**src/btpc_pkg.sv**
```systemverilog
// Shared types, widths and register codes for the barometer compensation block.
// No dependencies; imported by btpc_regs and the top level.
`timescale 1ns / 1ps

package btpc_pkg;

    // Fraction bits of the internal linear temperature, and of the pressure sum.
    localparam int FRAC_BITS  = 16;
    localparam int PRESS_FRAC = 14;

    // Datapath widths; T_W and the widths after it derive from FRAC_BITS.
    localparam int D_W   = 25;                          // raw_temperature - 256*t1
    localparam int X_W   = 60;                          // temperature scaled by 2^48
    localparam int T_W   = X_W - 48 + FRAC_BITS;        // linear temperature
    localparam int TT_W  = 2 * T_W;                     // T*T before floor
    localparam int T2_W  = TT_W - FRAC_BITS;            // T^2
    localparam int L2    = T2_W / 2;                    // split point of T^2
    localparam int T3F_W = T2_W + T_W + 1;              // T^2*T before floor
    localparam int T3_W  = T3F_W - FRAC_BITS;           // T^3
    localparam int L3    = T3_W / 2;                    // split point of T^3

    // APB register map: 64-bit registers at 8-byte spacing.
    localparam int CFG_ADDR_W = 6;
    localparam int CFG_DATA_W = 64;

    localparam logic [2:0] REG_TEMP_TRIM      = 3'd0;
    localparam logic [2:0] REG_PRESS_LIN      = 3'd1;
    localparam logic [2:0] REG_PRESS_SQ_CU    = 3'd2;
    localparam logic [2:0] REG_PRESS_OFFSET   = 3'd3;
    localparam logic [2:0] REG_PRESS_OFFSET_H = 3'd4;
    localparam logic [2:0] REG_PRESS_SQUARE   = 3'd5;
    localparam logic [2:0] REG_PRESS_HIGH     = 3'd6;

    typedef struct packed {
        logic [39:0] temp_trim;
        logic [31:0] press_trim_lin;
        logic [15:0] press_trim_sq_cu;
        logic [31:0] press_trim_offset;
        logic [15:0] press_trim_offset_hi;
        logic [15:0] press_trim_square;
        logic [15:0] press_trim_high;
    } btpc_trim_t;

    typedef struct packed {
        logic [23:0] raw_pressure;
        logic [23:0] raw_temperature;
    } btpc_in_t;

    typedef struct packed {
        logic signed [15:0] temperature_centi;
        logic        [23:0] pressure_centi;
    } btpc_out_t;

endpackage

```
**src/btpc_regs.sv**
```systemverilog
// APB trim register file for the barometer compensation block.
// Depends on btpc_pkg (register codes, trim struct).
`timescale 1ns / 1ps

module btpc_regs (
    input  logic                                  clk,
    input  logic                                  rst_n,
    input  logic                                  psel,
    input  logic                                  penable,
    input  logic                                  pwrite,
    input  logic [btpc_pkg::CFG_ADDR_W-1:0]       paddr,
    input  logic [btpc_pkg::CFG_DATA_W-1:0]       pwdata,
    output logic [btpc_pkg::CFG_DATA_W-1:0]       prdata,
    output btpc_pkg::btpc_trim_t                  trim
);
    import btpc_pkg::*;

    btpc_trim_t trim_reg;
    btpc_trim_t trim_next;
    logic [2:0] index;
    logic       wr_en;

    assign index = paddr[CFG_ADDR_W-1:3];
    assign wr_en = psel & penable & pwrite;

    always_comb
    begin
        trim_next = trim_reg;
        if (wr_en)
        begin
            unique case (index)
                REG_TEMP_TRIM:      trim_next.temp_trim            = pwdata[39:0];
                REG_PRESS_LIN:      trim_next.press_trim_lin       = pwdata[31:0];
                REG_PRESS_SQ_CU:    trim_next.press_trim_sq_cu     = pwdata[15:0];
                REG_PRESS_OFFSET:   trim_next.press_trim_offset    = pwdata[31:0];
                REG_PRESS_OFFSET_H: trim_next.press_trim_offset_hi = pwdata[15:0];
                REG_PRESS_SQUARE:   trim_next.press_trim_square    = pwdata[15:0];
                REG_PRESS_HIGH:     trim_next.press_trim_high      = pwdata[15:0];
                default:            trim_next = trim_reg;
            endcase
        end
    end

    always_comb
    begin
        unique case (index)
            REG_TEMP_TRIM:      prdata = 64'(trim_reg.temp_trim);
            REG_PRESS_LIN:      prdata = 64'(trim_reg.press_trim_lin);
            REG_PRESS_SQ_CU:    prdata = 64'(trim_reg.press_trim_sq_cu);
            REG_PRESS_OFFSET:   prdata = 64'(trim_reg.press_trim_offset);
            REG_PRESS_OFFSET_H: prdata = 64'(trim_reg.press_trim_offset_hi);
            REG_PRESS_SQUARE:   prdata = 64'(trim_reg.press_trim_square);
            REG_PRESS_HIGH:     prdata = 64'(trim_reg.press_trim_high);
            default:            prdata = '0;
        endcase
    end

    always_ff @(posedge clk or negedge rst_n)
    begin
        if (!rst_n)
        begin
            trim_reg <= '0;
        end
        else
        begin
            trim_reg <= trim_next;
        end
    end

    assign trim = trim_reg;

endmodule

```
**config.mk**
```make
export PLATFORM = sky130hd
export DESIGN_NAME = btpc_regs
export DESIGN_NICKNAME = d
export VERILOG_FILES = /design/src/btpc_pkg.sv /design/src/btpc_regs.sv
export SDC_FILE = /design/constraint.sdc
export NUM_CORES = 1
export LEC_CHECK = 0
export ABC_AREA = 1
export BUFFER_PORTS_ARGS = -buffer_cell sky130_fd_sc_hd__buf_4
export CAP_MARGIN = 20
export CORE_AREA = 2 2 193 195
export DETAILED_ROUTE_END_ITERATION = 10
export DIE_AREA = 0 0 195 197
export PLACE_DENSITY = 0.41
export SLEW_MARGIN = 0
export SYNTH_ARGS = -nofsm -noshare
export SYNTH_HDL_FRONTEND = slang
export SYNTH_SLANG_ARGS = --single-unit
export TNS_END_PERCENT = 5
```
**constraint.sdc**
```tcl
create_clock -name clk -period 1.64 [get_ports clk]
set_clock_uncertainty 0.15 [all_clocks]
set_input_delay 0.164 -clock clk [delete_from_list [all_inputs] [get_ports clk]]
set_output_delay 0.164 -clock clk [all_outputs]
set_load 0.02 [all_outputs]
```
# Word-level counts from Yosys, hierarchy flattened
# Cells that the tools add are included.
word_totals:
  in_bits: 75
  word_cells: 24
  reg_bits: 168
classes:
  n_eq_ne: 6
  n_reduce_logical: 8
  n_mux: 1
  bitwise: 2
ops:
  columns: ["operator", "n"]
  rows:
  - ["case mux 40 bit (7 select lines)", 1]
  - ["AND reduction 2 bit", 7]
  - ["equality test 3 bit, second input constant", 3]
  - ["equality test 3 x 2 -> 1 bit, second input constant", 2]
  - ["equality test 3 x 1 -> 1 bit, second input constant", 1]
  - ["zero test 3 bit", 1]
  - ["bitwise AND 1 bit", 2]

# Depth between registers and ports, before layout
logic_depth:
  depth_word: 3
  ltp_mapped: 8
  ltp_nobuf: 6

# Least setup slack after synthesis
# Ideal clock, no wire load.
synth_path:
  path_type: "input to output"
  start: "input port paddr[4] (netlist name)"
  end: "output port prdata[17] (netlist name)"
  arrival_time_ns: 1.202
  stages: 5
  setup_slack_ns: 0.124
  required_time_ns: 1.326
  cell_sequence: "buf_4 inv_2 nand3_4 buf_1 o211ai_1"
synth_via:
  elab_chain_len: 2
synth_rtl:
  columns: ["item", "line", "rtl"]
  rows:
  - ["start, declared", "btpc_regs.sv:11", "input logic [btpc_pkg::CFG_ADDR_W-1:0] paddr,"]
  - ["equality test 3 bit, or another cell as far along", "btpc_regs.sv:46", "unique case (index)"]
  - ["case mux 40 bit (7 select lines) (*)", "btpc_regs.sv:46", null]
  - ["end, declared", "btpc_regs.sv:13", "output logic [btpc_pkg::CFG_DATA_W-1:0] prdata,"]
# Every way passes the cells marked *; elsewhere a longest branch is shown, timed or not.

# Final worst setup path
layout_path:
  start: "register trim_reg (netlist bit trim[85])"
  end: "output port prdata[5] (netlist name)"
layout_via:
  elab_chain_len: 1
layout_rtl:
  columns: ["item", "line", "rtl"]
  rows:
  - ["start, declared", "btpc_regs.sv:18", "btpc_trim_t trim_reg;"]
  - ["start signal, assigned", "btpc_regs.sv:66", "trim_reg <= trim_next;"]
  - ["case mux 40 bit (7 select lines)", "btpc_regs.sv:46", null]
# Every way passes these cells.

==> impl_metrics.env <==
export IMPL_outcome="finished, violations left"
export IMPL_violations="setup timing"
export IMPL_dieHeight_um=197
export IMPL_max_vdd_ir_drop_v=0.000762
export IMPL_place_inst=1784
export IMPL_grt_start_max_net_pins=43
export IMPL_instances_no_fill=1900
export IMPL_numCtsBuffers=17
export IMPL_r2r_cells=3
export IMPL_synth_cells=1055
export IMPL_crit_start="trim[85]"
export IMPL_grt_pass1_vias=8728
export IMPL_cts_sinks=168
export IMPL_timing_final_crit_share=1.08
export IMPL_critPathCapture="prdata[5]"
export IMPL_grtUsageTotal=0.195
export IMPL_tightest_slew_ns=0.505
export IMPL_maxSlewHeadroom=0.663
export IMPL_cts_tree="yes"
export IMPL_yosysSeqAreaShare=0.510
export IMPL_antenna_diode_count=0
export IMPL_hpwl_um=26600
export IMPL_dieArea_um2=38400
export IMPL_hold_viol_final=0
export IMPL_syn_avg_cell_area_um2=7.81
export IMPL_slowest_stage="dfrtp_1"
export IMPL_rsz0062_at_grt="true"
export IMPL_clk_path_buf_depth=2
export IMPL_worst_setup_path_end_kind="output pin"
export IMPL_area_delta_synth_final_pct=53.6
export IMPL_grt_antenna_before_repair=0
export IMPL_path_class="reg2out"
export IMPL_mostFrequentLayoutCells="nand2_1 (395), buf_4 (345), dfrtp_1 (166)"
export IMPL_cp_depth=6
export IMPL_timing_rr_start="trim[122]"
export IMPL_power_density_nw_per_um2=1190
export IMPL_finalHoldWorstSlack_ns=0.0493
export IMPL_initial_core_util=0.227
export IMPL_cp_max_fo=2
export IMPL_grt_ovfl_total=0
export IMPL_ys_seq_elements=168
export IMPL_avgRoutedWirePerCell_um=19.5
export IMPL_reg2reg_setup_slack_ns=0.30
export IMPL_ios=307
export IMPL_ys_types=23
export IMPL_clock_fmax_mhz=565
export IMPL_vias_per_cell=4.49
export IMPL_drcViolationCount=0
export IMPL_setup_viol=17
export IMPL_synth_warnings=0
export IMPL_totalWireLength_um=37100
export IMPL_layout_commonest_cell="nand2_1"
export IMPL_arrival_ns=1.46
export IMPL_clk_pin_slew_worst_paths_ns=0.08
export IMPL_cp_start_kind="register"
export IMPL_min_period_ns=1.77
export IMPL_clock_root_buffer="clkbuf_16"
export IMPL_netlist_area_um2=8240
export IMPL_num_rows=70
export IMPL_place_port_buffers=255
export IMPL_setup_tns_ns=-1.62
export IMPL_dpl_worst_slack_ns=-0.158
export IMPL_layout_nets=1494
export IMPL_crit_buf_inv=2
export IMPL_largest_register_ffs=168
export IMPL_max_cap_violations=0
export IMPL_maxSlewViolCount=0
export IMPL_drt_first_pass_iters=5
export IMPL_required_ns=1.33
export IMPL_die_x_um=195
export IMPL_crit_family="flip-flops"
export IMPL_drt_iter0_drc=581
export IMPL_hold_path_class="in2async"
export IMPL_ant_nets=0
export IMPL_n_fill_cell=3879
export IMPL_setup_ws_ns=-0.131
export IMPL_htree_num_levels=4
export IMPL_clk_latency_ns=0.43
export IMPL_r2r_end="trim[122]"
export IMPL_grt_pass1_wl_um=56200
export IMPL_leakagePower_nw=6.52
export IMPL_drive_above_1_share=0.321
export IMPL_gp_routability_congestion=0.859
export IMPL_crit_path_max_incr_delay_ns=0.38
export IMPL_timing_critical_path_cells="nand4_1 -> nand2_1 -> nor2_1 -> buf_4 -> nand2_1 -> buf_4"
export IMPL_core_um2=36300
export IMPL_num_vias=8533
-- power by group --
part           leakage [nW]  switching [mW]  internal, mW  total (mW)
Clock                 0.284            2.02          2.17        4.19
Sequential             2.11           0.684          4.96        5.65
Combinational          4.13            3.02          2.14        5.16
-- cells by family (layout without fill, tap and decap cells) --
logic type	after synthesis	after routing	synth area share
flip-flops	168	168	0.510
buffers and inverters	141	495	0.0846
AO/OA/AOI/OAI	184	184	0.117
AND/OR/NAND/NOR	561	561	0.288
other	1	24	0.000455
-- final cells by class --
class	instances	area [µm²]	area share
clock buffers	17	425	0.0336
inverters	46	175	0.0139
well taps	468	586	0.0463
clock inverters	15	159	0.0126
multi-input cells	769	3560	0.281
repair buffers	417	3540	0.280
flip-flops and latches	168	4210	0.333
-- repair_timing --
action / in CTS / in global routing
pin swaps: 24 / 13
buffers inserted: 41 / 1
endpoints found under the hold margin: 336 / 0
hold buffers: 43 / 0
resized for setup: 37 / 11
setup endpoints to repair: 22 / 27
-- Yosys cell counts --
master    count  share of area
nand2_1     409           0.19
dfrtp_1     168           0.51
o21ai_1      86          0.052
o21ai_0      82          0.050
nor2_1       56          0.026
nand4_1      48          0.036
inv_1        41          0.019
nand3_1      32          0.019
buf_4        31          0.028
clkbuf_1     29          0.013
buf_2        21          0.013
o211ai_1     16          0.015
buf_1        11         0.0050
nor2_4        6         0.0082
buf_6         3         0.0041
inv_2         3         0.0014
nand3_2       3         0.0036
nor2_2        3         0.0023
nand2_2       2         0.0015
nand3_4       2         0.0043
clkinv_1      1        0.00046
conb_1        1        0.00046
inv_4         1        0.00076
-- worst min path at each step --
stage                     start       end  cells after the start
final                     rst_n   trim[5]                      2
after global routing      rst_n  trim[10]                      2
after CTS                 rst_n   trim[5]                      2
after detailed placement  rst_n   trim[0]                      1
after global placement    rst_n   trim[0]                      1
after floorplan           rst_n   trim[0]                      0
-- worst register-to-register path, delay by kind of cell (launching register included) --
family	cells	cell delay, ns
buf+inv	1	0.55
flops	1	0.40
compound gates	1	0.08
simple gates	1	0.05
-- metrics by stage --
stage          utilization  cell area (µm²)  total power, mW
6_report             0.349            12600             15.0
5_1_grt              0.349            12600             15.8
4_1_cts              0.348            12600             15.2
3_5_place_dp         0.308            11200             10.5
3_3_place_gp         0.308            11200             10.5
2_1_floorplan            -             8320             7.84
-- per-layer routing --
layer,wire [µm],part of all wire,track usage
met1,16900,0.46,0.267
met3,2570,0.069,0.0455
met5,0,0,0
met2,16600,0.45,0.301
met4,928,0.025,0.0718
Power figures use the tool's default switching activity.
